**src/dq_pkg.sv**
```systemverilog
// Shared types, codes and the control store for the bounded deque with search.
`default_nettype none
package dq_pkg;

  // Command codes of an input transaction.
  localparam logic [2:0] CMD_PUSH_TAIL = 3'd0;
  localparam logic [2:0] CMD_POP_TAIL  = 3'd1;
  localparam logic [2:0] CMD_PUSH_HEAD = 3'd2;
  localparam logic [2:0] CMD_POP_HEAD  = 3'd3;
  localparam logic [2:0] CMD_FIND      = 3'd4;

  // Status codes of a result transaction.
  localparam logic [2:0] ST_DONE  = 3'd0;
  localparam logic [2:0] ST_EMPTY = 3'd1;
  localparam logic [2:0] ST_FULL  = 3'd2;
  localparam logic [2:0] ST_FOUND = 3'd3;
  localparam logic [2:0] ST_MISS  = 3'd4;

  localparam int UPC_W = 4;

  // Datapath operations selected by a control word.
  localparam logic [3:0] OP_NONE      = 4'd0;
  localparam logic [3:0] OP_CLEAR     = 4'd1;
  localparam logic [3:0] OP_PUSH_TAIL = 4'd2;
  localparam logic [3:0] OP_PUSH_HEAD = 4'd3;
  localparam logic [3:0] OP_READ_TAIL = 4'd4;
  localparam logic [3:0] OP_READ_HEAD = 4'd5;
  localparam logic [3:0] OP_TAKE      = 4'd6;
  localparam logic [3:0] OP_SCAN      = 4'd7;
  localparam logic [3:0] OP_LOAD_OUT  = 4'd8;

  // Jump conditions. A step whose condition is false holds its place.
  localparam logic [2:0] COND_ALWAYS    = 3'd0;
  localparam logic [2:0] COND_IN_VALID  = 3'd1;
  localparam logic [2:0] COND_SCAN_DONE = 3'd2;
  localparam logic [2:0] COND_OUT_FREE  = 3'd3;
  localparam logic [2:0] COND_DISPATCH  = 3'd4;

  // Step addresses of the control program.
  localparam logic [UPC_W-1:0] U_IDLE   = 4'd0;
  localparam logic [UPC_W-1:0] U_DISP   = 4'd1;
  localparam logic [UPC_W-1:0] U_PUSH_T = 4'd2;
  localparam logic [UPC_W-1:0] U_PUSH_H = 4'd3;
  localparam logic [UPC_W-1:0] U_POP_T  = 4'd4;
  localparam logic [UPC_W-1:0] U_POP_H  = 4'd5;
  localparam logic [UPC_W-1:0] U_TAKE   = 4'd6;
  localparam logic [UPC_W-1:0] U_FULL   = 4'd7;
  localparam logic [UPC_W-1:0] U_EMPTY  = 4'd8;
  localparam logic [UPC_W-1:0] U_FIND   = 4'd9;
  localparam logic [UPC_W-1:0] U_SCAN   = 4'd10;
  localparam logic [UPC_W-1:0] U_FIN    = 4'd11;

  typedef struct packed {
    logic [2:0]  cmd;
    logic [31:0] value;
  } dq_in_t;

  typedef struct packed {
    logic [2:0]  status;
    logic [31:0] data_out;
    logic [5:0]  position;
    logic [6:0]  count;
  } dq_out_t;

  typedef struct packed {
    logic             accept;
    logic [3:0]       op;
    logic             status_wr;
    logic [2:0]       status_val;
    logic [2:0]       cond;
    logic [UPC_W-1:0] target;
  } dq_ctrl_t;

  typedef struct packed {
    logic [2:0] cmd;
    logic       empty;
    logic       full;
    logic       scan_done;
    logic       out_free;
  } dq_flags_t;

  function automatic dq_ctrl_t mk_word(input logic accept, input logic [3:0] op,
                                       input logic status_wr,
                                       input logic [2:0] status_val,
                                       input logic [2:0] cond,
                                       input logic [UPC_W-1:0] target);
    dq_ctrl_t w;
    w.accept     = accept;
    w.op         = op;
    w.status_wr  = status_wr;
    w.status_val = status_val;
    w.cond       = cond;
    w.target     = target;
    return w;
  endfunction

  // The control program, one word per step.
  function automatic dq_ctrl_t ucode_rom(input logic [UPC_W-1:0] upc);
    dq_ctrl_t w;
    case (upc)
      U_IDLE:   w = mk_word(1'b1, OP_NONE, 1'b0, ST_DONE, COND_IN_VALID, U_DISP);
      U_DISP:   w = mk_word(1'b0, OP_CLEAR, 1'b0, ST_DONE, COND_DISPATCH, U_IDLE);
      U_PUSH_T: w = mk_word(1'b0, OP_PUSH_TAIL, 1'b0, ST_DONE, COND_ALWAYS, U_FIN);
      U_PUSH_H: w = mk_word(1'b0, OP_PUSH_HEAD, 1'b0, ST_DONE, COND_ALWAYS, U_FIN);
      U_POP_T:  w = mk_word(1'b0, OP_READ_TAIL, 1'b0, ST_DONE, COND_ALWAYS, U_TAKE);
      U_POP_H:  w = mk_word(1'b0, OP_READ_HEAD, 1'b0, ST_DONE, COND_ALWAYS, U_TAKE);
      U_TAKE:   w = mk_word(1'b0, OP_TAKE, 1'b0, ST_DONE, COND_ALWAYS, U_FIN);
      U_FULL:   w = mk_word(1'b0, OP_NONE, 1'b1, ST_FULL, COND_ALWAYS, U_FIN);
      U_EMPTY:  w = mk_word(1'b0, OP_NONE, 1'b1, ST_EMPTY, COND_ALWAYS, U_FIN);
      U_FIND:   w = mk_word(1'b0, OP_NONE, 1'b1, ST_MISS, COND_ALWAYS, U_SCAN);
      U_SCAN:   w = mk_word(1'b0, OP_SCAN, 1'b0, ST_DONE, COND_SCAN_DONE, U_FIN);
      U_FIN:    w = mk_word(1'b0, OP_LOAD_OUT, 1'b0, ST_DONE, COND_OUT_FREE, U_IDLE);
      default:  w = mk_word(1'b0, OP_NONE, 1'b0, ST_DONE, COND_ALWAYS, U_IDLE);
    endcase
    return w;
  endfunction

  // Entry point of each command's routine.
  function automatic logic [UPC_W-1:0] dispatch(input logic [2:0] cmd,
                                                input logic empty, input logic full);
    logic [UPC_W-1:0] t;
    case (cmd)
      CMD_PUSH_TAIL: t = full ? U_FULL : U_PUSH_T;
      CMD_POP_TAIL:  t = empty ? U_EMPTY : U_POP_T;
      CMD_PUSH_HEAD: t = full ? U_FULL : U_PUSH_H;
      CMD_POP_HEAD:  t = empty ? U_EMPTY : U_POP_H;
      CMD_FIND:      t = U_FIND;
      default:       t = U_FIN;
    endcase
    return t;
  endfunction

endpackage
`default_nettype wire

```
**src/bounded_deque_with_search.sv**
```systemverilog
// Bounded double-ended queue with linear search: top level.
// Usage: each input transaction carries a command (push tail, pop tail, push head,
// pop head, find) and a data word; each one yields exactly one result transaction
// with a status, the popped word, the find position and the count held afterward.
// Commands are taken one at a time: in_stall is low only while the sequencer waits
// in its idle step out of reset. An accepted command passes through the dispatch step,
// its routine (a store for a push, a read and a take for a pop, a status write for a
// rejected command, the scan for a find, none for an unused code) and the final step,
// which loads the result. The search fetches one entry per cycle from the entry store
// while comparing the previous one. The next command is accepted in the cycle after
// the result is loaded.
// A finished result sits in the output register; the block takes the next command
// while it waits, and only holds its final step if a new result is ready while the
// old one is still stalled. Reset empties the queue, holds in_stall high and clears
// the output valid; the entry store itself needs no clearing.
`default_nettype none
module bounded_deque_with_search #(
  parameter int DEPTH      = 64,
  parameter int DATA_WIDTH = 32
) (
  input  wire logic            clk,
  input  wire logic            rst_n,
  input  wire logic            in_valid,
  output logic                 in_stall,
  input  wire dq_pkg::dq_in_t  in_data,
  output logic                 out_valid,
  input  wire logic            out_stall,
  output dq_pkg::dq_out_t      out_data
);
  import dq_pkg::*;

  dq_ctrl_t  ctrl;
  dq_flags_t flags;

  assign in_stall = !ctrl.accept || !rst_n;

  dq_seq u_seq (
    .clk     (clk),
    .rst_n   (rst_n),
    .in_valid(in_valid),
    .flags   (flags),
    .ctrl    (ctrl)
  );

  dq_dp #(
    .DEPTH     (DEPTH),
    .DATA_WIDTH(DATA_WIDTH)
  ) u_dp (
    .clk      (clk),
    .rst_n    (rst_n),
    .ctrl     (ctrl),
    .in_valid (in_valid),
    .in_data  (in_data),
    .out_stall(out_stall),
    .out_valid(out_valid),
    .out_data (out_data),
    .flags    (flags)
  );

endmodule
`default_nettype wire

```
**src/dq_ram.sv**
```systemverilog
// Generic single-write, single-read RAM with registered read data.
`default_nettype none
module dq_ram #(
  parameter int WIDTH = 32,
  parameter int DEPTH = 64,
  localparam int AW = $clog2(DEPTH)
) (
  input  wire logic             clk,
  input  wire logic             wr_en,
  input  wire logic [AW-1:0]    wr_addr,
  input  wire logic [WIDTH-1:0] wr_data,
  input  wire logic             rd_en,
  input  wire logic [AW-1:0]    rd_addr,
  output logic      [WIDTH-1:0] rd_data
);

  logic [WIDTH-1:0] mem [DEPTH];

  always_ff @(posedge clk) begin
    if (wr_en) begin
      mem[wr_addr] <= wr_data;
    end
    if (rd_en) begin
      rd_data <= mem[rd_addr];
    end
  end

endmodule
`default_nettype wire

```
**src/dq_seq.sv**
```systemverilog
// Microcode sequencer: step counter, control store lookup and jump logic.
`default_nettype none
module dq_seq (
  input  wire logic              clk,
  input  wire logic              rst_n,
  input  wire logic              in_valid,
  input  wire dq_pkg::dq_flags_t flags,
  output dq_pkg::dq_ctrl_t       ctrl
);
  import dq_pkg::*;

  logic [UPC_W-1:0] upc_r;
  logic [UPC_W-1:0] upc_nxt;
  logic             cond_true;

  assign ctrl = ucode_rom(upc_r);

  always_comb begin
    case (ctrl.cond)
      COND_ALWAYS:    cond_true = 1'b1;
      COND_IN_VALID:  cond_true = in_valid;
      COND_SCAN_DONE: cond_true = flags.scan_done;
      COND_OUT_FREE:  cond_true = flags.out_free;
      default:        cond_true = 1'b1;
    endcase
    if (ctrl.cond == COND_DISPATCH) begin
      upc_nxt = dispatch(flags.cmd, flags.empty, flags.full);
    end else if (cond_true) begin
      upc_nxt = ctrl.target;
    end else begin
      upc_nxt = upc_r;
    end
  end

  always_ff @(posedge clk) begin
    if (!rst_n) begin
      upc_r <= U_IDLE;
    end else begin
      upc_r <= upc_nxt;
    end
  end

endmodule
`default_nettype wire

```
**src/dq_dp.sv**
```systemverilog
// Datapath: ring pointers, entry store, search index and result registers.
`default_nettype none
module dq_dp #(
  parameter int DEPTH      = 64,
  parameter int DATA_WIDTH = 32
) (
  input  wire logic             clk,
  input  wire logic             rst_n,
  input  wire dq_pkg::dq_ctrl_t ctrl,
  input  wire logic             in_valid,
  input  wire dq_pkg::dq_in_t   in_data,
  input  wire logic             out_stall,
  output logic                  out_valid,
  output dq_pkg::dq_out_t       out_data,
  output dq_pkg::dq_flags_t     flags
);
  import dq_pkg::*;

  localparam int IW = $clog2(DEPTH);
  localparam int CW = $clog2(DEPTH + 1);
  localparam int SW = IW + 1;
  localparam logic [SW-1:0] DEPTH_S = SW'(DEPTH);

  logic [2:0]            cmd_r;
  logic [DATA_WIDTH-1:0] word_r;
  logic [IW-1:0]         front_r, front_nxt;
  logic [CW-1:0]         count_r, count_nxt;
  logic [CW-1:0]         scan_i_r, scan_i_nxt;
  logic                  cmp_v_r, cmp_v_nxt;
  logic [IW-1:0]         cmp_i_r, cmp_i_nxt;
  logic [2:0]            res_status_r, res_status_nxt;
  logic [31:0]           res_data_r, res_data_nxt;
  logic [5:0]            res_pos_r, res_pos_nxt;
  dq_out_t               out_r, out_nxt;
  logic                  out_valid_r, out_valid_nxt;

  logic                  in_fire;
  logic [SW-1:0]         off, sum, slot;
  logic [IW-1:0]         head_new;
  logic [IW-1:0]         front_inc;
  logic                  wr_en, rd_en;
  logic [IW-1:0]         wr_addr, rd_addr;
  logic [DATA_WIDTH-1:0] rd_data;
  logic                  match, scan_end, out_free;

  assign in_fire  = ctrl.accept && in_valid;
  assign match    = cmp_v_r && (rd_data == word_r);
  assign scan_end = (scan_i_r == count_r);
  assign out_free = !out_valid_r || !out_stall;

  assign flags.cmd       = cmd_r;
  assign flags.empty     = (count_r == '0);
  assign flags.full      = (count_r == CW'(DEPTH));
  assign flags.scan_done = match || scan_end;
  assign flags.out_free  = out_free;

  // Ring slot of front plus an offset; the sum stays below twice the depth.
  always_comb begin
    case (ctrl.op)
      OP_PUSH_TAIL: off = SW'(count_r);
      OP_READ_TAIL: off = SW'(count_r) - SW'(1);
      OP_SCAN:      off = SW'(scan_i_r);
      default:      off = '0;
    endcase
    sum  = {1'b0, front_r} + off;
    slot = (sum >= DEPTH_S) ? (sum - DEPTH_S) : sum;
  end

  assign head_new  = (front_r == '0) ? IW'(DEPTH - 1) : (front_r - IW'(1));
  assign front_inc = (front_r == IW'(DEPTH - 1)) ? '0 : (front_r + IW'(1));

  assign wr_en   = (ctrl.op == OP_PUSH_TAIL) || (ctrl.op == OP_PUSH_HEAD);
  assign wr_addr = (ctrl.op == OP_PUSH_HEAD) ? head_new : slot[IW-1:0];
  assign rd_addr = slot[IW-1:0];

  always_comb begin
    front_nxt      = front_r;
    count_nxt      = count_r;
    scan_i_nxt     = scan_i_r;
    cmp_v_nxt      = 1'b0;
    cmp_i_nxt      = cmp_i_r;
    res_status_nxt = res_status_r;
    res_data_nxt   = res_data_r;
    res_pos_nxt    = res_pos_r;
    out_nxt        = out_r;
    rd_en          = 1'b0;
    case (ctrl.op)
      OP_CLEAR: begin
        res_status_nxt = ST_DONE;
        res_data_nxt   = '0;
        res_pos_nxt    = '0;
        scan_i_nxt     = '0;
      end
      OP_PUSH_TAIL: begin
        count_nxt = count_r + CW'(1);
      end
      OP_PUSH_HEAD: begin
        front_nxt = head_new;
        count_nxt = count_r + CW'(1);
      end
      OP_READ_TAIL: begin
        rd_en     = 1'b1;
        count_nxt = count_r - CW'(1);
      end
      OP_READ_HEAD: begin
        rd_en     = 1'b1;
        front_nxt = front_inc;
        count_nxt = count_r - CW'(1);
      end
      OP_TAKE: begin
        res_data_nxt = 32'(rd_data);
      end
      OP_SCAN: begin
        // The word read last cycle is compared while the next one is fetched.
        if (match) begin
          res_status_nxt = ST_FOUND;
          res_pos_nxt    = 6'(cmp_i_r);
        end else if (!scan_end) begin
          rd_en      = 1'b1;
          cmp_v_nxt  = 1'b1;
          cmp_i_nxt  = scan_i_r[IW-1:0];
          scan_i_nxt = scan_i_r + CW'(1);
        end
      end
      OP_LOAD_OUT: begin
        if (out_free) begin
          out_nxt.status   = res_status_r;
          out_nxt.data_out = res_data_r;
          out_nxt.position = res_pos_r;
          out_nxt.count    = 7'(count_r);
        end
      end
      default: begin
      end
    endcase
    if (ctrl.status_wr) begin
      res_status_nxt = ctrl.status_val;
    end
    if ((ctrl.op == OP_LOAD_OUT) && out_free) begin
      out_valid_nxt = 1'b1;
    end else if (out_valid_r && !out_stall) begin
      out_valid_nxt = 1'b0;
    end else begin
      out_valid_nxt = out_valid_r;
    end
  end

  always_ff @(posedge clk) begin
    if (!rst_n) begin
      front_r     <= '0;
      count_r     <= '0;
      cmp_v_r     <= 1'b0;
      out_valid_r <= 1'b0;
    end else begin
      front_r     <= front_nxt;
      count_r     <= count_nxt;
      cmp_v_r     <= cmp_v_nxt;
      out_valid_r <= out_valid_nxt;
    end
  end

  always_ff @(posedge clk) begin
    if (in_fire) begin
      cmd_r  <= in_data.cmd;
      word_r <= DATA_WIDTH'(in_data.value);
    end
    scan_i_r     <= scan_i_nxt;
    cmp_i_r      <= cmp_i_nxt;
    res_status_r <= res_status_nxt;
    res_data_r   <= res_data_nxt;
    res_pos_r    <= res_pos_nxt;
    out_r        <= out_nxt;
  end

  dq_ram #(
    .WIDTH(DATA_WIDTH),
    .DEPTH(DEPTH)
  ) u_store (
    .clk    (clk),
    .wr_en  (wr_en),
    .wr_addr(wr_addr),
    .wr_data(word_r),
    .rd_en  (rd_en),
    .rd_addr(rd_addr),
    .rd_data(rd_data)
  );

  assign out_valid = out_valid_r;
  assign out_data  = out_r;

endmodule
`default_nettype wire

```
**config.mk**
```make
export PLATFORM = sky130hd
export DESIGN_NAME = bounded_deque_with_search
export DESIGN_NICKNAME = d
export VERILOG_FILES = /design/src/dq_pkg.sv /design/src/bounded_deque_with_search.sv /design/src/dq_ram.sv /design/src/dq_seq.sv /design/src/dq_dp.sv
export SDC_FILE = /design/constraint.sdc
export NUM_CORES = 2
export LEC_CHECK = 0
export BUFFER_PORTS_ARGS = -buffer_cell sky130_fd_sc_hd__buf_4
export CAP_MARGIN = 20
export CELL_PAD_IN_SITES_DETAIL_PLACEMENT = 1
export CELL_PAD_IN_SITES_GLOBAL_PLACEMENT = 1
export CORE_UTILIZATION = 50
export CTS_CLUSTER_SIZE = 8
export DETAILED_ROUTE_END_ITERATION = 10
export MAX_ROUTING_LAYER = met4
export PLACE_DENSITY_LB_ADDON = 0.15
export SYNTH_ARGS = -nofsm -noshare
export SYNTH_HDL_FRONTEND = slang
export SYNTH_SLANG_ARGS = --single-unit
```
**constraint.sdc**
```tcl
create_clock -name clk -period 14.72 [get_ports clk]
set_input_delay 1.472 -clock clk [delete_from_list [all_inputs] [get_ports clk]]
set_output_delay 1.472 -clock clk [all_outputs]
set_load 0.1 [all_outputs]
```
**Yosys cells after proc, flatten, opt, wreduce, memory -nomap -nowiden**

Memories as Yosys holds them, arrays and structs flattened. A register that Yosys moved wholly into a read port is not among the register bits.
Index checks and enable logic that the tools add are counted.
Widths: inputs -> output; s select.

- Bits in registers: 156
- Logic and storage cells: 115
- Memories: 2
- ROM bits: 256
- Bits in writable memories: 2048
- Input port bits: 39

- Magnitude comparators: 1
- Reductions and logical operators: 30
- Equal/unequal tests: 24
- Bitwise operators: 2
- $add $sub $neg: 7
- Mux-type cells: 33

Memory list:

| memory | words | width | read ports | clocked after Yosys merged registers in | write ports | RTL line | text |
|---|---|---|---|---|---|---|---|
| u_dp.u_store.mem | 64 | 32 | 1 | 1 | 1 | dq_ram.sv:17 | `logic [WIDTH-1:0] mem [DEPTH];` |
| (no name shown) | 16 | 16 | 1 | 1 | 0 | dq_pkg.sv:100 | `case (upc)` |

Operators by type and width:

| cell | number |
|---|---|
| $pmux 32 s2 | 1 |
| $eq 32x32->1 | 1 |
| $mux 6 | 5 |
| $pmux 7 s2 | 2 |
| $mux 4 | 6 |
| $pmux 6 s2 | 2 |
| $pmux 7 s3 | 1 |
| $pmux 4 s5 | 1 |
| $eq 4x3->1 const B | 4 |
| $add 7x1->7 const B | 2 |
| $mux 7 | 2 |
| $eq 3x2->1 const B | 4 |
| $mux 3 | 4 |
| $reduce_bool 2->1 | 6 |
| $sub 6x1->6 const B | 2 |
| $eq 4x2->1 const B | 2 |
| $reduce_and 2->1 | 4 |
| $add 6x7->7 | 1 |
| $eq 7x7->1 | 1 |
| $eq 7x7->1 const B | 1 |
| $ge 7x7->1 const B | 1 |
| $logic_not 7->1 | 1 |
| $sub 7x1->7 const B | 1 |
| $add 6x1->6 const B | 1 |
| other kinds (21) | 41 |

**Depth between registers and ports, before layout**

- Depth in word-level cells: 8
- Depth in mapped cells: 17
- Mapped depth without buffers: 14

**Cells and area by module**

A second synthesis with hierarchy kept.

- Cells, all modules: 3895
- Area, all modules: 86306.5 um^2

By module, submodules not included:

| module | times used | cells each | area each (um^2) |
|---|---|---|---|
| dq_ram | 1 | 3324 | 78835.6 |
| dq_dp | 1 | 474 | 6526.3 |
| dq_seq | 1 | 96 | 940.9 |
| bounded_deque_with_search | 1 | 1 | 3.8 |

**Worst setup path before layout**

Ideal clock, no wire load.

- Kind: reg2reg
- Start: reg u_seq.ctrl[14] (netlist name)
- End: mem u_dp.u_store.mem[5][0], enable pin
- Library setup time: 0.502 ns
- Path buffers: 4
- Path slack: 8.147 ns
- Cell stages (with the launch flop): 15
- Arrival: 6.071 ns
- Clock period less this slack: 6.573 ns
- Cells stage by stage: dfxtp_1 clkbuf_1 nor3b_1 clkbuf_1 a21oi_1 o21ai_0 ha_1 a21o_1 a21oi_1 xnor2_1 buf_2 buf_2 o22ai_1 nand2_1 nor4_1

- Cells in the longest elaborated chain, start to end: 6
- Elaborated cells on any way between the ends: 13

Ends and longest elaborated chain:

| element | RTL line | text |
|---|---|---|
| $eq 4x3->1 / $eq 4x2->1 (equally long branches) | dq_dp.sv:59, dq_dp.sv:72 |  |
| $pmux 7 s3 | dq_dp.sv:59 | `case (ctrl.op)` |
| $add 6x7->7 | dq_dp.sv:65 | `sum = {1'b0, front_r} + off;` |
| $sub 6x1->6 / $ge 7x7->1 (equally long branches) | dq_dp.sv:66 | `slot = (sum >= DEPTH_S) ? (sum - DEPTH_S) : sum;` |
| $mux 6 | dq_dp.sv:66 |  |
| $mux 6 | dq_dp.sv:73 | `assign wr_addr = (ctrl.op == OP_PUSH_HEAD) ? head_new : slot[IW-1:0];` |
| end, declared | dq_ram.sv:17 |  |

Several ways; a longest one is shown, not always the timed one.

**Worst setup path in the final report**

- Start: reg u_seq.ctrl[11] (netlist name)
- End: reg u_dp.u_store.rd_data[27], read port of u_dp.u_store.mem (data pin)

- Cells in the longest elaborated chain, start to end: 5
- Elaborated cells on any way between the ends: 11

Ends and longest elaborated chain:

| element | RTL line | text |
|---|---|---|
| $eq 4x3->1 / $eq 4x2->1 (equally long branches) | dq_dp.sv:59, dq_dp.sv:87 |  |
| $pmux 7 s3 | dq_dp.sv:59 |  |
| $add 6x7->7 | dq_dp.sv:65 |  |
| $sub 6x1->6 / $ge 7x7->1 (equally long branches) | dq_dp.sv:66 |  |
| $mux 6 | dq_dp.sv:66 |  |
| end, declared | dq_ram.sv:14 | `output logic [WIDTH-1:0] rd_data` |

Several ways; a longest one is shown, not always the timed one.
A chain may end at the register's enable or synchronous reset.

==> metrics.csv <==
stage,metric,value,unit
sta,hold_viol,0,
power,power,17.6,mW
drt,antenna_left,0,
drt,routedWlPerCell,35.0,um
placed_design,post_dp_cell_area,91200,sq um
clock_network,root_buffer,clkbuf_16,
synthesis,syn_nets,3790,
sta,postLayoutSetupSlackWorst,7630,ps
placed_design,dpl.cell_count,6080,
drt,vias_per_cell,6.37,
grt,busiest_layer,met2,
placed_design,port_buffers,88,
setup_path,crit_family,buffers and inverters,
grt,grt_util_met1,0.375,
final_layout,fin_util,0.580,
die,initial_core_util,0.505,
grt,grt_pass1_vias,43000,
synthesis,synth.most_common_cell,edfxtp_1,
clock_network,clock-sinks,2252,
drt,wl,226,mm
synthesis,seq_area_frac_synth,0.774,
power,p_switching,4.67,mW
die,die_x,419,um
final_layout,layoutNonFillerInstCount,6455,
die,dieArea,175000,sq um
grt,grt_use_met2,0.427,
setup_path,endpoint,u_dp.u_store.rd_data[27]$_DFFE_PP_,
setup_path,worst_ep_arrival_time,7710,ps
synthesis,ys_types,71,
placed_design,detailedPlace.worstSlack,7650,ps
power,ir_worst_vdd,0.126,mV
synthesis,yosysTopAreaCell,edfxtp_1,
grt,grt_use_total,0.269,
clock_network,cts_hold_buf,0,
setup_path,max_stage_delay,1350,ps
setup_path,startpoint_type,register,
clock_network,cts-buffers-inserted,331,
synthesis,syn_area,86900,sq um
setup_path,cp_max_fo,53,
sta,setup_viol_count_final,0,
grt,grt_max_degree,92,
power,clock_power_share,0.371,
die,coreArea,172000,sq um
power,swShare,0.265,
grt,antenna_found_initial,6,
synthesis,syn_inst,3738,
sta,slew-limit-headroom,0.239,
clock_network,clk_pin_slew,50,ps
grt,grt_use_met3,0.0387,
final_layout,syn_to_final_growth,15.0,%
power,p_per_area,176,nW/um^2
sta,drv_slew,0,
setup_path,path_buf_inv,3,
synthesis,ys_ff_latch,2252,
die,die_y,419,um
setup_path,timing.rr.end,u_dp.u_store.rd_data[27]$_DFFE_PP_,
sta,finalSetupTns,0,ps
setup_path,reg2reg_from,u_seq.ctrl[11]$_DFF_P_,
drt,dr.first_iter.drc_count,4504,
setup_path,crit_required,15330,ps
grt,grt_overflow,0,
clock_network,htree_num_levels,5,
synthesis,synth_common_cells,"edfxtp_1, mux4_2, clkbuf_1",
sta,rsz0062_at_grt,no,
setup_path,cpMostUsedCell,buf_4,
grt,grt_pass1_wl,321,mm
synthesis,syn_avg_cell_area,23.2,sq um
clock_network,clock_latency,920,ps
power,p_leak,30.6,nW
final_layout,final_layout_size_suffix_gt1_frac,0.317,
worst_hold_path,hold_class,reg -> reg,
sta,fin_crit,7090,ps
final_layout,final_cell_area,99900,sq um
power,p_int,13.0,mW
synthesis,yosysTopAreaCellShare,0.766,
die,ios,89,
setup_path,cp-startpoint,u_seq.ctrl[11]$_DFF_P_,
setup_path,rr_worst_depth,12,
sta,tightest_slew,1140,ps
placed_design,place_congestion,0.825,
drt,vias,41100,
power,power_frac_seq,0.431,
synthesis,ys_top_cells_by_area,"edfxtp_1, mux4_2, dfxtp_1",
sta,period_share,0.482,
die,rows,152,
setup_path,endpoint_kind,register,
power,combinationalPowerShare,0.198,
placed_design,dp.final_hpwl,120,mm
final_layout,diodes,0,
drt,dr.pass1.iters,7,
setup_path,crit_type,reg -> reg,
sta,finClkSkew,55.9,ps
setup_path,r2r_setup_slack,7630,ps
synthesis,async_flop_share,0,
final_layout,nNetsFinal,4155,
clock_network,cts_buffer_depth,4,
synthesis,synthFlopType,edfxtp_1,
clock_network,cts_tree,done,
sta,max_freq,141,MHz
synthesis,ys_warn_count,0,
setup_path,cp_cell_sequence,"o31ai_1, a21oi_1, nor2_1, ha_4, fa_4, buf_4, buf_4, buf_4, mux4_2, mux4_2, a211oi_1, a21oi_1",
sta,hold-worst-slack,411,ps
clock_network,cts_resized,0,
drt,drc,0,
synthesis,synth_edf_count,2217,
clock_network,postCtsSetupBuffers,0,
setup_path,crit_cells,12,
run,drv_cap,0,
status,status,"complete, no violations",
setup_path,slowest_stage,fa_4,
[cells by family (layout without fill, tap and decap cells)]
family	Yosys count	in the layout	share of synthesized area
compound gates	168	168	0.0126
xor+xnor	57	57	0.00590
fa+ha+maj	14	14	0.00207
buf+inv	208	615	0.0108
flops	2252	2252	0.774
mux	684	684	0.171
simple gates	355	355	0.0234
[layout by cell type (no fill, tap or decap), types with 8 or more instances in the layout]
| master | instances |
|---|---|
| edfxtp_1 | 2217 |
| mux4_2 | 640 |
| clkbuf_16 | 338 |
| buf_4 | 218 |
| a21oi_1 | 59 |
| nand2_1 | 53 |
| nor2_1 | 48 |
| and2_1 | 47 |
| mux2i_1 | 41 |
| nor2b_1 | 38 |
| dfxtp_1 | 35 |
| a211oi_1 | 33 |
| xor2_1 | 32 |
| nor2_4 | 32 |
| nor3_4 | 28 |
| clkbuf_1 | 28 |
| xnor2_1 | 21 |
| nand3_1 | 18 |
| o21ai_0 | 16 |
| nor3_1 | 13 |
| inv_1 | 12 |
| nor4_1 | 11 |
| and3_1 | 11 |
| ha_1 | 11 |
| nand4_1 | 10 |
| nand2b_1 | 8 |
| o21ai_1 | 8 |
| buf_12 | 8 |
[power by group through the flow]
stage                     logic, mW  clock network [mW]  registers [mW]
after floorplan                2.29                   0            7.75
after global placement         3.44                   0            7.71
after detailed placement       3.50                   0            7.72
after CTS                      3.52                6.65            7.60
after global routing           3.70                6.86            7.61
final                          3.49                6.54            7.60
[worst reg2reg max path, cell delays in order (launching register included)]
cell and delay (ps):
dfxtp_1 780, o31ai_1 160, a21oi_1 190, nor2_1 90, ha_4 190, fa_4 1350
buf_4 710, buf_4 810, buf_4 810, mux4_2 470, mux4_2 470, a211oi_1 680
a21oi_1 100
[layout make-up]
cell class	instances	area [sq um]
Clock buffer	366	8560
Clock inverter	9	96.3
Fill cell	14000	72200
Inverter	14	52.6
Multi-Input combinational cell	1278	19200
Sequential cell	2252	67300
Tap cell	2310	2890
Timing Repair Buffer	226	1800
[layer usage]
layer | part of all wire | wire [um]
met5 | 0 | 0
met4 | 0.020 | 4560
met3 | 0.069 | 15500
met2 | 0.49 | 112000
met1 | 0.42 | 94100
[worst min path at each step]
| stage | depth (start not counted) | startpoint | end |
|---|---|---|---|
| after floorplan | 0 | u_dp.res_pos_r[3]$_SDFFCE_PP0P_ | u_dp.out_data[10]$_DFFE_PP_ |
| after global placement | 0 | u_dp.res_data_r[21]$_SDFFCE_PN0P_ | u_dp.out_data[34]$_DFFE_PP_ |
| after detailed placement | 0 | u_dp.res_data_r[21]$_SDFFCE_PN0P_ | u_dp.out_data[34]$_DFFE_PP_ |
| after CTS | 0 | u_dp.res_data_r[15]$_SDFFCE_PN0P_ | u_dp.out_data[28]$_DFFE_PP_ |
| after global routing | 0 | u_dp.res_data_r[19]$_SDFFCE_PN0P_ | u_dp.out_data[32]$_DFFE_PP_ |
| final | 0 | u_dp.res_data_r[15]$_SDFFCE_PN0P_ | u_dp.out_data[28]$_DFFE_PP_ |
[state kept, by name (all words and copies together), names as in the netlist]
register              cells
u_dp.res_data_r          32
u_dp.word_r              32
u_dp.u_store.rd_data     32
u_dp.count_r              7
u_dp.cmp_v_r              1
u_dp.res_status_r         3
u_dp.res_pos_r            6
u_dp.out_data            48
u_seq.upc_r               4
u_seq.ctrl               16
u_dp.out_valid            1
u_dp.scan_i_r             7
u_dp.cmp_i_r              6
u_dp.front_r              6
u_dp.u_store.mem       2048
u_dp.cmd_r                3
(Power assumes the default switching activity.)
